File: config.mk
export PLATFORM = sky130hd
export DESIGN_NAME = binomial_coefficient
export DESIGN_NICKNAME = d
export VERILOG_FILES = /design/src/sv/binom_pkg.sv /design/src/sv/binom_core.sv /design/src/sv/binomial_coefficient.sv
export SDC_FILE = /design/constraint.sdc
export NUM_CORES = 2
export LEC_CHECK = 0
export BUFFER_PORTS_ARGS = -buffer_cell sky130_fd_sc_hd__buf_4
export CAP_MARGIN = 10
export CELL_PAD_IN_SITES_DETAIL_PLACEMENT = 1
export CELL_PAD_IN_SITES_GLOBAL_PLACEMENT = 2
export CORE_ASPECT_RATIO = 0.6
export CORE_MARGIN = 10
export CORE_UTILIZATION = 39
export DETAILED_ROUTE_END_ITERATION = 6
export HOLD_SLACK_MARGIN = 0.03
export PLACE_DENSITY = 0.87
export SLEW_MARGIN = 20
export SYNTH_ARGS = -nofsm -noshare
export SYNTH_HDL_FRONTEND = slang
export SYNTH_SLANG_ARGS = --single-unit
File: constraint.sdc
create_clock -name clk_i -period 11.74 [get_ports clk_i]
set_input_delay 1.761 -clock clk_i [delete_from_list [all_inputs] [get_ports clk_i]]
set_output_delay 1.761 -clock clk_i [all_outputs]
set_load 0.005 [all_outputs]
File: src/sv/binom_pkg.sv
// binom_pkg: shared types for the binomial coefficient block
// used by binom_core and binomial_coefficient; no dependencies
`default_nettype none
package binom_pkg;
  typedef enum logic [3:0] {
    ST_IDLE, ST_SETUP, ST_ITER, ST_GCD, ST_DIV1, ST_DIV2, ST_DIV3, ST_CHK, ST_MUL, ST_DONE
  } state_e;
  typedef struct packed {
    logic [63:0] count;
    logic        overflow;
  } result_t;
endpackage
`default_nettype wire

File: src/sv/binom_core.sv
// binom_core: sequencer around one shared 64-bit restoring divider
// depends on binom_pkg
`default_nettype none
module binom_core (
  input  wire logic               clk_i,
  input  wire logic               rst_ni,
  input  wire logic               start_i,
  input  wire logic               func_i,
  input  wire logic [31:0]        set_size_i,
  input  wire logic [31:0]        pick_count_i,
  output logic                    busy_o,
  output logic                    done_o,
  output binom_pkg::result_t      res_o
);
  binom_pkg::state_e state_q, state_d;
  logic [31:0] m_q, m_d, k_q, k_d, i_q, i_d;
  logic [63:0] acc_q, acc_d, num_q, num_d, den_q, den_d, ga_q, ga_d, gb_q, gb_d;
  logic [63:0] dvd_q, dvd_d, dvs_q, dvs_d, quo_q, quo_d, rem_q, rem_d;
  logic [63:0] plo_q, plo_d;
  logic [6:0]  cnt_q, cnt_d;
  logic        div_run_q, div_run_d;
  logic [1:0]  dsel_q, dsel_d;
  logic        ovf_q, ovf_d;
  logic [64:0] rtry;
  logic [31:0] mul_a;
  logic [63:0] prod64;
  logic [32:0] hsum;
  logic [31:0] mm;

  // one bit of restoring division per cycle
  assign rtry = {rem_q, dvd_q[63]} - {1'b0, dvs_q};
  // num stays below 2^32, so acc * num is two 32x32 products on one multiplier
  assign mul_a = (state_q == binom_pkg::ST_MUL) ? acc_q[63:32] : acc_q[31:0];
  assign prod64 = {32'd0, mul_a} * {32'd0, num_q[31:0]};
  assign hsum = {1'b0, prod64[31:0]} + {1'b0, plo_q[63:32]};
  assign mm = func_i ? set_size_i + pick_count_i - 32'd1 : set_size_i;

  always_comb begin
    state_d = state_q; m_d = m_q; k_d = k_q; i_d = i_q; acc_d = acc_q;
    num_d = num_q; den_d = den_q; ga_d = ga_q; gb_d = gb_q;
    dvd_d = dvd_q; dvs_d = dvs_q; quo_d = quo_q; rem_d = rem_q; cnt_d = cnt_q;
    div_run_d = div_run_q; dsel_d = dsel_q; ovf_d = ovf_q; plo_d = plo_q;
    if (div_run_q) begin
      dvd_d = {dvd_q[62:0], 1'b0};
      if (!rtry[64]) begin
        rem_d = rtry[63:0]; quo_d = {quo_q[62:0], 1'b1};
      end else begin
        rem_d = {rem_q[62:0], dvd_q[63]}; quo_d = {quo_q[62:0], 1'b0};
      end
      cnt_d = cnt_q - 7'd1;
      if (cnt_q == 7'd1) div_run_d = 1'b0;
    end else begin
      case (state_q)
        binom_pkg::ST_IDLE: begin
          if (start_i) begin
            m_d = mm; k_d = pick_count_i; acc_d = 64'd1; ovf_d = 1'b0;
            i_d = 32'd1; state_d = binom_pkg::ST_SETUP;
          end
        end
        binom_pkg::ST_SETUP: begin
          if (k_q > m_q) begin
            acc_d = 64'd0; state_d = binom_pkg::ST_DONE;
          end else begin
            if (k_q > m_q - k_q) k_d = m_q - k_q;
            state_d = binom_pkg::ST_ITER;
          end
        end
        binom_pkg::ST_ITER: begin
          if (i_q > k_q || k_q == 32'd0) state_d = binom_pkg::ST_DONE;
          else begin
            num_d = {32'd0, m_q - k_q} + {32'd0, i_q};
            den_d = {32'd0, i_q};
            ga_d = {32'd0, m_q - k_q} + {32'd0, i_q};
            gb_d = {32'd0, i_q};
            state_d = binom_pkg::ST_GCD;
          end
        end
        binom_pkg::ST_GCD: begin
          if (dsel_q == 2'd1) begin
            ga_d = gb_q; gb_d = rem_q; dsel_d = 2'd0;
          end else if (gb_q == 64'd0) begin
            dvd_d = num_q; dvs_d = ga_q; rem_d = '0; quo_d = '0;
            cnt_d = 7'd64; div_run_d = 1'b1; state_d = binom_pkg::ST_DIV1;
          end else begin
            dvd_d = ga_q; dvs_d = gb_q; rem_d = '0; quo_d = '0;
            cnt_d = 7'd64; div_run_d = 1'b1; dsel_d = 2'd1;
          end
        end
        binom_pkg::ST_DIV1: begin
          num_d = quo_q;
          dvd_d = den_q; dvs_d = ga_q; rem_d = '0; quo_d = '0;
          cnt_d = 7'd64; div_run_d = 1'b1; state_d = binom_pkg::ST_DIV2;
        end
        binom_pkg::ST_DIV2: begin
          dvd_d = acc_q; dvs_d = quo_q; rem_d = '0; quo_d = '0;
          cnt_d = 7'd64; div_run_d = 1'b1; state_d = binom_pkg::ST_DIV3;
        end
        binom_pkg::ST_DIV3: begin
          acc_d = quo_q; state_d = binom_pkg::ST_CHK;
        end
        binom_pkg::ST_CHK: begin
          plo_d = prod64; state_d = binom_pkg::ST_MUL;
        end
        binom_pkg::ST_MUL: begin
          if (prod64[63:32] != 32'd0 || hsum[32]) begin
            ovf_d = 1'b1; acc_d = 64'd0; state_d = binom_pkg::ST_DONE;
          end else begin
            acc_d = {hsum[31:0], plo_q[31:0]};
            if (i_q == 32'hFFFF_FFFF) state_d = binom_pkg::ST_DONE;
            else begin
              i_d = i_q + 32'd1; state_d = binom_pkg::ST_ITER;
            end
          end
        end
        binom_pkg::ST_DONE: state_d = binom_pkg::ST_IDLE;
        default: state_d = binom_pkg::ST_IDLE;
      endcase
    end
  end

  always_comb begin
    busy_o = (state_q != binom_pkg::ST_IDLE);
    done_o = (state_q == binom_pkg::ST_DONE) && !div_run_q;
    res_o.count = acc_q;
    res_o.overflow = ovf_q;
  end

  always_ff @(posedge clk_i or negedge rst_ni) begin
    if (!rst_ni) begin
      state_q <= binom_pkg::ST_IDLE; div_run_q <= 1'b0; dsel_q <= 2'd0; cnt_q <= '0;
    end else begin
      state_q <= state_d; div_run_q <= div_run_d; dsel_q <= dsel_d; cnt_q <= cnt_d;
    end
  end

  always_ff @(posedge clk_i) begin
    m_q <= m_d; k_q <= k_d; i_q <= i_d; acc_q <= acc_d; num_q <= num_d; den_q <= den_d;
    ga_q <= ga_d; gb_q <= gb_d; dvd_q <= dvd_d; dvs_q <= dvs_d; quo_q <= quo_d;
    rem_q <= rem_d; ovf_q <= ovf_d; plo_q <= plo_d;
  end
endmodule
`default_nettype wire

File: src/sv/binomial_coefficient.sv
// binomial_coefficient: top level with input handshake and output register
// depends on binom_pkg and binom_core
`default_nettype none
// Usage: a request (func_i, set_size_i, pick_count_i) transfers when
// in_valid_i is high and in_stall_o low. func_i = 1 asks for combinations
// with repetition, C(m+n-1, n), with m+n-1 wrapping at 32 bits.
// One result (count_o, overflow_o) is offered on out_valid_o and transfers
// when out_stall_i is low. overflow_o flags a product beyond 64 bits, with
// count_o = 0 in that case; n > m gives count_o = 0 without overflow.
// When n > m, setup leads straight to the result. Else each loop step runs
// the Euclid remainder steps, each a divide in the single shared bit-serial
// divider; three more divides follow, then a product in two halves on one
// 32x32 multiplier. At most 34 loop steps run before the result completes
// or overflows.
// One request at a time: in_stall_o stays high while a request is in work
// or while its result waits in the output register.
// A stalled result holds its value. Reset clears the sequencer and the
// output valid; no request is in work after reset.
module binomial_coefficient (
  input  wire logic        clk_i,
  input  wire logic        rst_ni,
  input  wire logic        in_valid_i,
  output logic             in_stall_o,
  input  wire logic        func_i,
  input  wire logic [31:0] set_size_i,
  input  wire logic [31:0] pick_count_i,
  output logic             out_valid_o,
  input  wire logic        out_stall_i,
  output logic [63:0]      count_o,
  output logic             overflow_o
);
  logic busy, done, start;
  binom_pkg::result_t res, res_q;
  logic vld_q;

  assign in_stall_o = busy || vld_q;
  assign start = in_valid_i && !in_stall_o;

  binom_core u_core (
    .clk_i(clk_i), .rst_ni(rst_ni), .start_i(start), .func_i(func_i),
    .set_size_i(set_size_i), .pick_count_i(pick_count_i),
    .busy_o(busy), .done_o(done), .res_o(res)
  );

  always_ff @(posedge clk_i or negedge rst_ni) begin
    if (!rst_ni) vld_q <= 1'b0;
    else if (done) vld_q <= 1'b1;
    else if (!out_stall_i) vld_q <= 1'b0;
  end

  always_ff @(posedge clk_i) begin
    if (done) res_q <= res;
  end

  assign out_valid_o = vld_q;
  assign count_o = res_q.count;
  assign overflow_o = res_q.overflow;
endmodule
`default_nettype wire

Word-level counts from Yosys, hierarchy flattened:

Index checks and enable logic that the tools add are counted.

* bits of input ports: 69
* register bits after elaboration: 785
* logic and storage cells: 154
* output and inout port bits: 67

* add/subtract/negate cells: 8
* reduce and logical (&&, ||, !) cells: 36
* magnitude comparators: 3
* multiplexer cells: 56
* multiply operators: 1
* equal/unequal tests: 26
* bitwise operators: 2

Operators by type and width (number)
* $mux W64: 16
* $pmux W64 S2: 4
* $pmux W64 S3: 2
* $mux W32: 8
* $pmux W64 S4: 1
* $pmux W32 S2: 2
* $gt A32 B32 Y1: 3
* $add A32 B32 Y33: 2
* $sub A65 B64 Y65: 1
* $logic_not A64 Y1: 1
* $mul A32 B32 Y64: 1
* $pmux W4 S9: 1
* $add A32 B1 Y32 const B: 1
* $add A32 B32 Y32: 1
* $eq A32 B32 Y1 const B: 1
* $logic_not A32 Y1: 1
* $reduce_bool A32 Y1: 1
* $sub A32 B1 Y32 const B: 1
* $sub A32 B32 Y32: 1
* $mux W4: 7
* $eq A4 B3 Y1 const B: 4
* $reduce_and A4 Y1: 4
* $reduce_and A3 Y1: 5
* $mux W7: 2
* 24 further kinds: 61

Depth between registers and ports, before layout:

* depth in word-level cells: 7
* mapped depth: 48
* depth with buffers taken out: 41

Modules after synthesis:

Synthesis repeated with hierarchy kept, for this count alone.

* cells, all modules: 7938
* area, all modules: 78860.6 um2

By module, submodules not included
* binom_core: instances 1, area each 76861.2 um2, sequential area each 21485.6 um2, cells an instance 7869
* binomial_coefficient: instances 1, area each 1999.4 um2, sequential area each 1976.9 um2, cells an instance 69

Least setup slack after synthesis:

Ideal clock, no wire load.

* path kind: reg2reg
* start: register u_core.i_q[9]
* end: register u_core.ga_q[0] (enable)
* library setup time: 772 ps
* arrival: 10778 ps
* path slack: 189 ps
* period minus slack after synthesis: 11551 ps
* cell stages (with the launch flop): 13
* buffers on the path: 0
* required time: 10968 ps
* path through: edfxtp_1 > ha_1 > a21o_1 > a21o_1 > a21o_1 > a21o_1 > a21oi_1 > o21ai_0 > a22oi_1 > a21oi_1 > nor2_1 > a21oi_1 > nor3_1

* cells in the longest elaborated chain, start to end: 4

Ends and longest elaborated chain
* start: declaration: RTL line binom_core.sv:16 `logic [31:0] m_q, m_d, k_q, k_d, i_q, i_d;`
* start signal: assignment: RTL line binom_core.sv:137 `m_q <= m_d; k_q <= k_d; i_q <= i_d; acc_q <= acc_d; num_q <= num_d; den_q <= den_d;`
* $gt A32 B32 Y1: RTL line binom_core.sv:69 `if (i_q > k_q || k_q == 32'd0) state_d = binom_pkg::ST_DONE;`
* $logic_or A1 B1 Y1: RTL line binom_core.sv:69
* $ne A2 B2 Y1 (no source line)
* $reduce_and A4 Y1 (no source line)
* end signal: assignment: RTL line binom_core.sv:138 `ga_q <= ga_d; gb_q <= gb_d; dvd_q <= dvd_d; dvs_q <= dvs_d; quo_q <= quo_d;`
* end: declaration: RTL line binom_core.sv:17 `logic [63:0] acc_q, acc_d, num_q, num_d, den_q, den_d, ga_q, ga_d, gb_q, gb_d;`

Every way passes these cells.
A chain may end at the register's enable or synchronous reset.

Final worst setup path:

* start: register u_core.state_q[1]
* end: register u_core.i_q[6] (enable)

* cells in the longest elaborated chain, start to end: 7
* elaborated cells between the ends (all ways): 16
* those cells by class: add/sub: 1; mul: 1; eq/ne: 4; mux: 1; reduce/logical: 9

Ends and longest elaborated chain
* start: declaration: RTL line binom_core.sv:15 `binom_pkg::state_e state_q, state_d;`
* start signal: assignment: RTL line binom_core.sv:132 `state_q <= state_d; div_run_q <= div_run_d; dsel_q <= dsel_d; cnt_q <= cnt_d;`
* $eq A4 B4 Y1: RTL line binom_core.sv:33 `assign mul_a = (state_q == binom_pkg::ST_MUL) ? acc_q[63:32] : acc_q[31:0];`
* $mux W32: RTL line binom_core.sv:33
* $mul A32 B32 Y64: RTL line binom_core.sv:34 `assign prod64 = {32'd0, mul_a} * {32'd0, num_q[31:0]};`
* named net u_core.prod64[31]: RTL line binom_core.sv:26 `logic [63:0] prod64;`
* $add A32 B32 Y33: RTL line binom_core.sv:35 `assign hsum = {1'b0, prod64[31:0]} + {1'b0, plo_q[63:32]};`
* $logic_or A1 B1 Y1: RTL line binom_core.sv:105 `if (prod64[63:32] != 32'd0 || hsum[32]) begin`
* $ne A2 B2 Y1 (no source line)
* $reduce_and A5 Y1 (no source line)

The timed path passes the listed nets, and every way through them passes these cells.

==> results.sh <==
export IMPL_skew_ns=0.0402
export IMPL_num_fill_cells=22451
export IMPL_detailed_place_hpwl_um=239000
export IMPL_io_pins=136
export IMPL_grt_max_degree=123
export IMPL_setup_violations=0
export IMPL_cts_tree="built"
export IMPL_synthFlopType="edfxtp_1"
export IMPL_fin_nets=9409
export IMPL_wl_per_cell_um=28.6
export IMPL_final_area_um2=85300
export IMPL_yosysWarnings=0
export IMPL_seqCellArea_um2=23500
export IMPL_area_delta_synth_final_pct=8.70
export IMPL_tightest_slew_ns=1.28
export IMPL_layout_common_cells="inv_1 (1271), nand2_1 (950), fa_1 (901)"
export IMPL_synth_area_per_cell_um2=9.94
export IMPL_syn_area_um2=78500
export IMPL_cp_start_kind="register"
export IMPL_multi_input_area_um2=48700
export IMPL_finalCritPeriodShare_pct=97.2
export IMPL_hold_ws_ns=0.466
export IMPL_synth_async_reset_ratio_pct=1.79
export IMPL_crit_path_frequent_cell="fa_1"
export IMPL_end_kind="register"
export IMPL_tns_ns=0
export IMPL_critical_path_slowest_cell="xnor2_1"
export IMPL_slowest_delay_ns=0.67
export IMPL_final_layout_size_suffix_gt1_share_pct=7.45
export IMPL_coreArea_um2=200000
export IMPL_synth_edff_count=769
export IMPL_cts_inserted_buffers=76
export IMPL_outcome="finished, violations left"
export IMPL_clk_latency_ns=0.69
export IMPL_ant_nets=0
export IMPL_cts_clk_slew_worst_paths_ns=0.07
export IMPL_routed_wl_um=304000
export IMPL_drc=1
export IMPL_crit_path_max_fanout=37
export IMPL_arrival_ns=11.77
export IMPL_synth_seq_area_share_pct=29.9
export IMPL_min_period_ns=11.42
export IMPL_postPlaceCellArea_um2=82700
export IMPL_dp_cells=10452
export IMPL_dieArea_um2=220000
export IMPL_gr_usage_all_layers_pct=27.1
export IMPL_firstDrtPassIters=7
export IMPL_clockBufferDepth=3
export IMPL_hp_class="register to register"
export IMPL_r2r_cells=35
export IMPL_worstPathRequired_ns=12.10
export IMPL_io_buffer_count=135
export IMPL_root_buffer="clkbuf_16"
export IMPL_drt_initial_drc_count=7144
export IMPL_antenna_found_initial=32
export IMPL_fin_cells=10602
export IMPL_mostFrequentLayoutCell="inv_1"
export IMPL_synth_nets=9415
export IMPL_rows=127
export IMPL_ys_ff_latch=784
export IMPL_cap_violations=0
export IMPL_finalHoldViolCount=0
export IMPL_htree_levels=3
export IMPL_viasPerCell=5.76
export IMPL_grt_pass1_vias=64831
export IMPL_gr_total_overflow=0
export IMPL_vias=61092
export IMPL_netlist_instances=7894
export IMPL_die_width_um=599
export IMPL_yosys_cell_types_count=102
export IMPL_globalplace_congestion=0.995
export IMPL_postCtsHoldBufs=0
export IMPL_die_y_um=368
export IMPL_slew_headroom_pct=14.9
export IMPL_crit_type="register to register"
export IMPL_slew_violations=0
export IMPL_grt_pass1_wl_um=447000
export IMPL_start_util_pct=39.3
export IMPL_violations="design-rule violations"
export IMPL_hold_depth=2
export IMPL_rsz0062_at_grt="false"
export IMPL_clock_sinks=784
export IMPL_max_freq_ghz=0.0876
==> final cells by class <==
class | count | area share (%)
Inverter | 1275 | 5.62
Multi-Input combinational cell | 5438 | 57.1
Timing Repair Buffer | 313 | 2.93
Clock inverter | 41 | 0.547
Tap cell | 2644 | 3.88
Antenna cell | 9 | 0.0264
Sequential cell | 784 | 27.5
Clock buffer | 98 | 2.37
==> logic make-up after synthesis <==
family          count (synthesis)  share of synthesized area (%)
flops                         784                           29.9
buf+inv                      1672                           8.28
mux                           122                           1.67
fa+ha+maj                    1452                           31.8
simple gates                 2357                           14.9
compound gates               1252                           10.7
xor+xnor                      255                           2.85
==> cells in the mapped netlist, types with 8 or more instances <==
master	instances	area, um2
nor3_1	37	185
clkbuf_1	349	1310
and4_1	13	114
a211oi_1	32	240
and2_1	754	4720
a221oi_1	42	368
ha_1	551	6890
o211ai_1	24	180
a211o_1	8	70.1
a222oi_1	96	961
dfrtp_1	14	350
o31ai_1	13	97.6
nor2b_1	24	150
o21ai_0	281	1410
nand2b_1	45	282
o21bai_1	41	308
buf_1	11	41.3
nand4_1	68	425
nor2_1	267	1000
a21oi_1	340	1700
edfxtp_1	769	23100
or2_2	16	100
a22o_1	32	280
fa_1	901	18000
xnor2_1	143	1250
o22ai_1	8	50.1
nand3_1	53	265
inv_1	1274	4780
o21ai_2	10	87.6
buf_2	11	55.1
nand2_1	957	3590
a21o_1	165	1240
or3_1	20	125
nor4_1	35	219
xor2_1	112	981
and3_1	38	238
buf_6	9	101
mux2i_1	55	551
mux2_2	66	743
o21a_1	34	255
a31oi_1	26	163
==> routing by layer <==
layer  vias to the layer above  GRT usage, %  wire [um]
li1                      26024             -          -
met1                     31670          40.2     137000
met3                       405          9.89      38700
met2                      2985          37.4     120000
met5                         -             0         54
met4                         8          5.96       7910
==> worst paths after layout <==
path	from	to	slack, ns
min in group asynchronous	rst_ni	u_core.cnt_q[1]$_DFFE_PN0P_	0.96
setup reg to reg	u_core.state_q[1]$_DFFE_PN0P_	u_core.i_q[6]$_SDFFCE_PN0P_	0.32
hold reg to reg	u_core.dvd_q[0]$_SDFFE_PP0P_	u_core.dvd_q[0]$_SDFFE_PP0P_	0.47
setup / recovery	u_core.state_q[1]$_DFFE_PN0P_	u_core.i_q[6]$_SDFFCE_PN0P_	0.32
hold / removal	u_core.dvd_q[0]$_SDFFE_PP0P_	u_core.dvd_q[0]$_SDFFE_PP0P_	0.47
max in group asynchronous	rst_ni	out_valid_o$_DFFE_PN0P_	10.51
==> sequential cells by signal (all words and copies together), names as in the netlist, 64 cells and up <==
register / cells
u_core.num_q: 64
u_core.acc_q: 64
u_core.dvd_q: 64
count_o: 64
u_core.gb_q: 64
u_core.ga_q: 64
u_core.dvs_q: 64
u_core.plo_q: 64
u_core.rem_q: 64
u_core.quo_q: 64
==> what timing repair did <==
item	4_1_cts	5_1_grt
endpoints found under the setup margin	0	98
hold endpoints to repair	0	0
resized for setup	0	20
setup buffers	0	1
==> worst max-delay path, delay by kind of cell, from the launching register on <==
| kind | cells | cell delay, ns |
|---|---|---|
| adder cells (fa/ha/maj) | 10 | 5.13 |
| AND/OR/NAND/NOR | 14 | 2.57 |
| buffers and inverters | 7 | 1.33 |
| AO/OA/AOI/OAI | 3 | 0.88 |
| XOR/XNOR | 1 | 0.67 |
| flip-flops | 1 | 0.41 |
==> metrics by stage <==
step           utilization [%]  setup WS, ns
5_1_grt                   42.7        0.0868
2_1_floorplan                -         0.189
4_1_cts                   42.6         0.183
3_3_place_gp              41.4         0.233
3_5_place_dp              41.4         0.262
6_report                  42.7         0.325
Power is not shown: default switching activity piles up to over one toggle a cycle in this logic, so the estimate is an artifact.
